**src/hw/rtl/kdic_pkg.sv**
```systemverilog
package kdic_pkg;

  localparam int unsigned KeyCodeW = 10;
  localparam int unsigned CountW   = 4;
  localparam int unsigned ValueW   = 34;
  localparam int unsigned IdW      = 32;
  localparam int unsigned DigitW   = 4;

  typedef logic [KeyCodeW-1:0] key_code_t;
  typedef logic [CountW-1:0]   digit_count_t;
  typedef logic [ValueW-1:0]   digit_value_t;
  typedef logic [IdW-1:0]      id_number_t;
  typedef logic [DigitW-1:0]   digit_t;

  localparam key_code_t KeyEsc   = 10'd1;
  localparam key_code_t KeyOne   = 10'd2;
  localparam key_code_t KeyZero  = 10'd11;
  localparam key_code_t KeyEnter = 10'd28;

  localparam int unsigned  MaxDigitsDefault = 10;
  localparam digit_count_t MinDigitsReset   = 4'd4;

  // Digit keys 1..9 map to codes 2..10, digit 0 to code 11.
  function automatic digit_t key_digit(key_code_t code);
    digit_t d;
    if (code == KeyZero) begin
      d = '0;
    end else begin
      d = DigitW'(code - KeyOne + 10'd1);
    end
    return d;
  endfunction

endpackage

```
**src/hw/rtl/kdic_if.sv**
```systemverilog
interface kdic_key_if;
  import kdic_pkg::*;

  logic      valid;
  logic      ready;
  logic      key_down;
  key_code_t key_code;

  modport source (output valid, output key_down, output key_code, input ready);
  modport sink   (input valid, input key_down, input key_code, output ready);
endinterface

interface kdic_id_if;
  import kdic_pkg::*;

  logic       valid;
  logic       ready;
  id_number_t id_number;

  modport source (output valid, output id_number, input ready);
  modport sink   (input valid, input id_number, output ready);
endinterface

```
**src/hw/rtl/keypad_decimal_id_collector.sv**
```systemverilog
// Channel   Dir  Handshake     Payload
// key_i     in   valid/ready   key_down[0:0], key_code[9:0]
// id_o      out  valid/ready   id_number[31:0]
// cfg       in   cfg_we_i      cfg_wdata_i[3:0] = min_digits
//
// One key transaction per cycle while ready; entry state updates at the accepting edge.
// A result shows on id_o the cycle after the ENTER transaction, from the output register.
// key_i.ready drops only while that register holds a result that id_o has not taken.
// rst_ni clears the entry, the error flag and the output valid; min_digits resets to 4.
module keypad_decimal_id_collector #(
  parameter int unsigned MaxDigits = kdic_pkg::MaxDigitsDefault
) (
  input  logic                         clk_i,
  input  logic                         rst_ni,
  input  logic                         cfg_we_i,
  input  logic [kdic_pkg::CountW-1:0]  cfg_wdata_i,
  kdic_key_if.sink                     key_i,
  kdic_id_if.source                    id_o
);
  import kdic_pkg::*;

  localparam digit_count_t MaxCount = CountW'(MaxDigits);

  digit_value_t value_q, value_d;
  digit_count_t count_q, count_d;
  logic         err_q, err_d;
  digit_count_t min_digits_q;
  logic         id_valid_q, id_valid_d;
  id_number_t   id_number_q;

  logic         accept;
  logic         is_digit;
  logic         is_esc;
  logic         is_enter;
  logic         emit;
  digit_value_t value_x10;
  id_number_t   id_sat;

  assign key_i.ready = !id_valid_q || id_o.ready;
  assign accept      = key_i.valid && key_i.ready;

  assign is_digit  = (key_i.key_code >= KeyOne) && (key_i.key_code <= KeyZero);
  assign is_esc    = (key_i.key_code == KeyEsc);
  assign is_enter  = (key_i.key_code == KeyEnter);
  assign value_x10 = {value_q[ValueW-4:0], 3'b000} + {value_q[ValueW-2:0], 1'b0};
  assign id_sat    = (value_q[ValueW-1:IdW] != '0) ? '1 : value_q[IdW-1:0];

  always_comb begin
    value_d = value_q;
    count_d = count_q;
    err_d   = err_q;
    emit    = 1'b0;
    if (accept && key_i.key_down) begin
      if (err_q) begin
        if (is_enter || is_esc) begin
          err_d   = 1'b0;
          value_d = '0;
          count_d = '0;
        end
      end else if (is_digit) begin
        if (count_q >= MaxCount) begin
          err_d = 1'b1;
        end else begin
          value_d = value_x10 + ValueW'(key_digit(key_i.key_code));
          count_d = count_q + 4'd1;
        end
      end else if (is_esc) begin
        value_d = '0;
        count_d = '0;
      end else if (is_enter) begin
        value_d = '0;
        count_d = '0;
        emit    = (count_q >= min_digits_q);
      end
    end
  end

  assign id_valid_d = emit || (id_valid_q && !id_o.ready);

  always_ff @(posedge clk_i or negedge rst_ni) begin
    if (!rst_ni) begin
      value_q      <= '0;
      count_q      <= '0;
      err_q        <= 1'b0;
      min_digits_q <= MinDigitsReset;
      id_valid_q   <= 1'b0;
    end else begin
      value_q    <= value_d;
      count_q    <= count_d;
      err_q      <= err_d;
      id_valid_q <= id_valid_d;
      if (cfg_we_i) begin
        min_digits_q <= cfg_wdata_i;
      end
    end
  end

  always_ff @(posedge clk_i) begin
    if (emit) begin
      id_number_q <= id_sat;
    end
  end

  assign id_o.valid     = id_valid_q;
  assign id_o.id_number = id_number_q;

endmodule

```
**src/flat_wrapper.sv**
```systemverilog
// flat-port wrapper written by rule: the top's interface ports become plain ports
module keypad_decimal_id_collector_flat import kdic_pkg::*;
#(
  parameter int unsigned MaxDigits = kdic_pkg::MaxDigitsDefault
)
  (clk_i, rst_ni, cfg_we_i, cfg_wdata_i, key_i_valid, key_i_key_down, key_i_key_code, key_i_ready, id_o_valid, id_o_id_number, id_o_ready);
  kdic_key_if key_i_i ();
  kdic_id_if id_o_i ();
  input  logic clk_i;
  input  logic rst_ni;
  input  logic cfg_we_i;
  input  logic [kdic_pkg::CountW-1:0] cfg_wdata_i;
  input wire logic [$bits(key_i_i.valid)-1:0] key_i_valid;
  input wire logic [$bits(key_i_i.key_down)-1:0] key_i_key_down;
  input wire logic [$bits(key_i_i.key_code)-1:0] key_i_key_code;
  output wire logic [$bits(key_i_i.ready)-1:0] key_i_ready;
  output wire logic [$bits(id_o_i.valid)-1:0] id_o_valid;
  output wire logic [$bits(id_o_i.id_number)-1:0] id_o_id_number;
  input wire logic [$bits(id_o_i.ready)-1:0] id_o_ready;
  assign key_i_i.valid = key_i_valid;
  assign key_i_i.key_down = key_i_key_down;
  assign key_i_i.key_code = key_i_key_code;
  assign key_i_ready = key_i_i.ready;
  assign id_o_valid = id_o_i.valid;
  assign id_o_id_number = id_o_i.id_number;
  assign id_o_i.ready = id_o_ready;
  keypad_decimal_id_collector #(.MaxDigits(MaxDigits)) u_core (.clk_i(clk_i), .rst_ni(rst_ni), .cfg_we_i(cfg_we_i), .cfg_wdata_i(cfg_wdata_i), .key_i(key_i_i), .id_o(id_o_i));
endmodule
```
**config.mk**
```make
export PLATFORM = sky130hd
export DESIGN_NAME = keypad_decimal_id_collector_flat
export DESIGN_NICKNAME = d
export VERILOG_FILES = /design/src/hw/rtl/kdic_pkg.sv /design/src/hw/rtl/kdic_if.sv /design/src/hw/rtl/keypad_decimal_id_collector.sv /design/src/flat_wrapper.sv
export SDC_FILE = /design/constraint.sdc
export NUM_CORES = 1
export LEC_CHECK = 0
export BUFFER_PORTS_ARGS = -buffer_cell sky130_fd_sc_hd__buf_2
export CORE_UTILIZATION = 50
export DETAILED_ROUTE_END_ITERATION = 6
export MAX_ROUTING_LAYER = met4
export PLACE_DENSITY = 0.69
export SKIP_CTS_REPAIR_TIMING = 1
export SLEW_MARGIN = 10
export SYNTH_ARGS = -nofsm -noshare
export SYNTH_HDL_FRONTEND = slang
export SYNTH_SLANG_ARGS = --single-unit
```
**constraint.sdc**
```tcl
create_clock -name clk_i -period 8.8 [get_ports clk_i]
set_input_delay 1.76 -clock clk_i [delete_from_list [all_inputs] [get_ports clk_i]]
set_output_delay 1.76 -clock clk_i [all_outputs]
set_load 0.05 [all_outputs]
```
---- Word level (Yosys, flattened, before mapping) ----
Cells that the tools add are included.
word-level totals
  register bits after elaboration ......... 76
  bits in latches ......................... 0
  RAM bits ................................ 0
  bits in read-only memories .............. 0
  logic and storage cells ................. 58
  memories kept ........................... 0
operators by class
  add/sub/neg operators ................... 5
  $mul .................................... 0
  divide/modulo/power cells ............... 0
  magnitude comparators ................... 4
  equality and inequality tests ........... 5
  shift operators ......................... 0
  mux-type cells .......................... 26
  bitwise logic cells ..................... 0
  reduce and logical (&&, ||, !) cells .... 12
operators by type and width
  kind                 count
  $mux 34              6
  $mux 4               11
  $add 34x34->34       1
  $add 34x4->34        1
  $eq 10x1->1 const B  1
  $eq 10x4->1 const B  1
  $eq 10x5->1 const B  1
  $ge 10x2->1 const B  1
  $le 10x4->1 const B  1
  $mux 1               9
  $add 4x1->4 const B  2
  $ge 4x4->1           1
  $ge 4x4->1 const B   1
  $logic_and 1x1->1    4
  $reduce_and 4->1     1
  $reduce_bool 4->1    1
  $sub 4x2->4 const B  1
  $logic_or 1x1->1     3
  $ne 3x2->1 const B   1
  $logic_not 1->1      2
  $ne 2x2->1 const B   1
  $reduce_bool 2->1    1

---- Logic depth before layout (Yosys ltp) ----
  word-level depth ........................ 11
  mapped depth ............................ 15
  mapped depth without buffers ............ 15

---- Worst setup path before layout ----
No wires, ideal clock.
  path kind ............................... in2reg
  from .................................... input port key_i_key_code[7]
  to ...................................... register u_core.id_number_q[0] (netlist: u_core.id_o.id_number[0]) (enable)
  setup time .............................. 0.504 ns
  arrival ................................. 5.654 ns
  data required time ...................... 8.296 ns
  slack ................................... 2.642 ns
  stages .................................. 5
  cell sequence ........................... nor3_2 > nand2_1 > or3_1 > buf_2 > nor4_1
on the way
  longest elaborated chain between the ends .. 6
  elaborated cells between the ends (all ways) .. 10
ends and longest elaborated chain
  what                                                 RTL line                            text
  start: declaration                                   flat_wrapper.sv:15                  input wire logic [$bits(key_i_i.key_code)-1:0] key_i_key_code;
  branches (longest 3 deep; another with $ge 10x2->1)  n/a
  $mux 1 (*)                                           keypad_decimal_id_collector.sv:60   end else if (is_digit) begin
  $mux 1 (*)                                           keypad_decimal_id_collector.sv:54   if (err_q) begin
  $mux 1 (*)                                           keypad_decimal_id_collector.sv:53   if (accept && key_i.key_down) begin
  net u_core.emit                                      keypad_decimal_id_collector.sv:35   logic emit;
  end signal: assignment                               keypad_decimal_id_collector.sv:100  id_number_q <= id_sat;
  end: declaration                                     keypad_decimal_id_collector.sv:29   id_number_t id_number_q;
Mark *: on every way through the listed nets, which the timed path passes.
A chain may end at the register's enable or synchronous reset.

---- Worst setup path in the final report ----
  from .................................... input port key_i_key_code[7]
  to ...................................... register u_core.value_q[29]
on the way
  longest elaborated chain between the ends .. 10
  elaborated cells between the ends (all ways) .. 21
ends and longest elaborated chain
  what                    RTL line                           text
  $eq 10x4->1             kdic_pkg.sv:26                     if (code == KeyZero) begin
  $mux 4                  kdic_pkg.sv:26
  $mux 4                  keypad_decimal_id_collector.sv:61  if (count_q >= MaxCount) begin
  $mux 4                  keypad_decimal_id_collector.sv:60
  $mux 4                  keypad_decimal_id_collector.sv:54
  $mux 4                  keypad_decimal_id_collector.sv:53
  $add 34x4->34           keypad_decimal_id_collector.sv:64  value_d = value_x10 + ValueW'(key_digit(key_i.key_code));
  $mux 34                 keypad_decimal_id_collector.sv:61
  $mux 34                 keypad_decimal_id_collector.sv:60
  $mux 34                 keypad_decimal_id_collector.sv:54
  end signal: assignment  keypad_decimal_id_collector.sv:88  value_q <= value_d;
  end: declaration        keypad_decimal_id_collector.sv:24  digit_value_t value_q, value_d;
Several ways; a longest one is shown, not always the timed one. The select of a mux whose other input is x is not followed.

==> run metrics <==
async set or reset register ratio after synthesis 0.579; Worst VDD drop 0.0000628 V; Congestion Overflow GR 0; mapped cell area 5360 um2; crit path time final 5230 ps; die area 11100 um2; routed vias/inst 5.97; NumNets Final 697; Pre-Repair DR Iteration Count 5; Clock Latency Late Sink 350 ps; Flop pwr share 0.547; Core ar. 10400 um2; critical path launch point type input pin; ys flop type dfrtp_1; Yosys warnings 0; max-slew violations 0; Initial Utilization 0.517; Net Switching 158 uW; FP Rows 37; DRC violations left 0; fraction of layout cells with a size suffix above 1 0.133; Post-synth EDFFs 32; CTS Buffer Depth 2; Yosys top cell by area dfrtp_1; Static Leak 2.99 nW; post-synthesis cell type count 64; Worst Hold Class flop to flop; skew final 6.97 ps; syn_area_per_cell 9.61 um2; die height 106 um; Mapped Nets 652; area delta synth->final 10.8%; largest net degree at the start of global routing 45; Final Worst Setup Slack 3570 ps; fmax 191 MHz; CP arrival 5460 ps; DP Area 5750 um2; CP Data Required Time 9040 ps; H-tree Lvls 3; vias in the first global route 4105; Mapped Cells 558; cell area after layout 5950 um2; fill count 981; top-count cell post-synth ha_1; # port buffers 53; first-pass GRT wire length 20300 um; root buf cell clkbuf_8; CTS Buf Count 9; Via Count 4445; critical path type input pin to flop; CTS tree built; max-cap violations 0; WL per Instance 16.5 um; element type at the critical path end flop; post-route setup TNS 0 ps; Comb power frac 0.065; Clk pwr share 0.387; Switching Fraction 0.229; io pins 54; clock-pin slew on the worst setup and hold paths 80 ps; cell types occupying the most area after synthesis dfrtp_1 20%, edfxtp_1 18%, ha_1 17%; Internal 530 uW; Min Hold Slack 533 ps; GPL Wtd Cong 0.941; Routed Antenna Nets 0; Final Setup Violations 0; Total GRT Usage 0.239; fin crit share 0.594; Synth Register Bits 76; Starting DRT DRC Count 230; Antenna Diode Count 0; Hold Fails Final Rpt 0; status completed; final wirelength 12300 um; crit path max fanout 5; Slew Limit Headroom 0.296; RSZ-0062 raised after global routing false; Slew @ Worst Pin 1060 ps; Seq/Total Area, Yosys 0.385; PwrDens 116 nW/um2; Clock Sinks 76; Post-Place Cells 728; Post-DP HPWL 9190 um; commonest cells in the netlist 72 x ha_1, 61 x nand2_1, 45 x o21ai_0, 43 x dfrtp_1, 37 x or3_1; post-route insts no fill 744; post-synth top area share 0.201; die width 106 um; initial antenna violation count 0; setup slack at placement 3240 ps
==> metal layers <==
layer / global-route usage / vias up / wire length [um]
li1: - / 2190 / -
met1: 0.325 / 2104 / 5870
met2: 0.369 / 128 / 5540
met3: 0.0272 / 23 / 624
met4: 0.0913 / 0 / 276
met5: - / - / 0
==> critical path, stage by stage <==
cell and delay (ps):
buf_2 100, nor3_2 150, nand2_1 120, nor4_1 470, nand2b_1 200, fa_1 470, inv_1 80, ha_1 130
a21oi_1 80, o21ai_0 250, nand4_1 220, a211oi_1 610, a211oi_1 260, o2111a_1 290, a221o_1 250
==> power groups by stage <==
| stage | clock (mW) | sequential [mW] | combinational, mW |
|---|---|---|---|
| after floorplan | 0 | 0.382 | 0.0284 |
| after global placement | 0 | 0.384 | 0.0437 |
| after detailed placement | 0 | 0.384 | 0.0449 |
| after CTS | 0.274 | 0.377 | 0.0457 |
| after global routing | 0.284 | 0.377 | 0.0517 |
| final | 0.266 | 0.377 | 0.0449 |
==> sequential cells by signal, indices dropped and copies added (netlist names) <==
register	flops
u_core.value_q	34
u_core.id_o.id_number	32
u_core.id_o.valid	1
u_core.err_q	1
u_core.count_q	4
u_core.min_digits_q	4
==> through the flow <==
| step | util | total power [mW] |
|---|---|---|
| finish | 0.573 | 0.688 |
| global route | 0.573 | 0.713 |
| CTS | 0.573 | 0.696 |
| detailed placement | 0.554 | 0.429 |
| global placement | 0.554 | 0.427 |
| floorplan | - | 0.411 |
==> cells by family (layout without fill, tap and decap cells) <==
family	Yosys count	count (layout)	share of synthesized area
AND/OR/NAND/NOR	191	191	0.185
AO/OA/AOI/OAI	150	150	0.180
flip-flops	76	76	0.385
adder cells (fa/ha/maj)	74	74	0.175
buffers and inverters	39	89	0.0275
XOR/XNOR	22	22	0.0359
multiplexers	6	6	0.0114
==> cell usage in the layout, fill, tap and decap left out, types with 3 or more instances in the layout <==
cell	count
o2111ai_1	3
o311ai_0	4
nor2b_1	6
nand2b_1	6
xnor2_1	12
and3_1	7
a31oi_1	5
dfrtp_1	43
a211oi_1	5
a21o_1	11
buf_2	53
nor3_1	10
nor4_1	3
buf_4	4
ha_1	72
clkbuf_8	10
o31ai_1	3
o21ai_0	45
a21oi_1	35
o21a_1	7
edfxtp_1	32
inv_1	16
nor2_1	20
and2_1	8
mux2i_1	5
nand4_1	9
a22o_1	4
nand2_1	61
or4_1	4
or3_1	37
xor2_1	10
o211ai_1	3
nand3_1	9
==> path summary, 6_finish.rpt <==
kind                                   startpoint                      to  slack (ps)  depth (start not counted)
max reg2reg                     u_core.value_q[0]      u_core.value_q[29]        5290                         11
min in group asynchronous                  rst_ni       u_core.value_q[5]        1590                          1
min                        u_core.min_digits_q[0]  u_core.min_digits_q[0]         530                          1
min reg2reg                u_core.min_digits_q[0]  u_core.min_digits_q[0]         530                          1
max                             key_i_key_code[7]      u_core.value_q[29]        3570                         15
max in group asynchronous                  rst_ni      u_core.value_q[33]        6590                          1
==> layout make-up <==
cell class | count | area (um2) | area share
inverter | 16 | 60.1 | 0.0101
timing repair buffer | 57 | 295 | 0.0497
clock inverter | 4 | 47.5 | 0.00800
multi-input combinational | 443 | 3160 | 0.532
clock buffer | 12 | 145 | 0.0244
tap | 136 | 170 | 0.0286
sequential | 76 | 2060 | 0.347
Power figures use the tool's default switching activity.
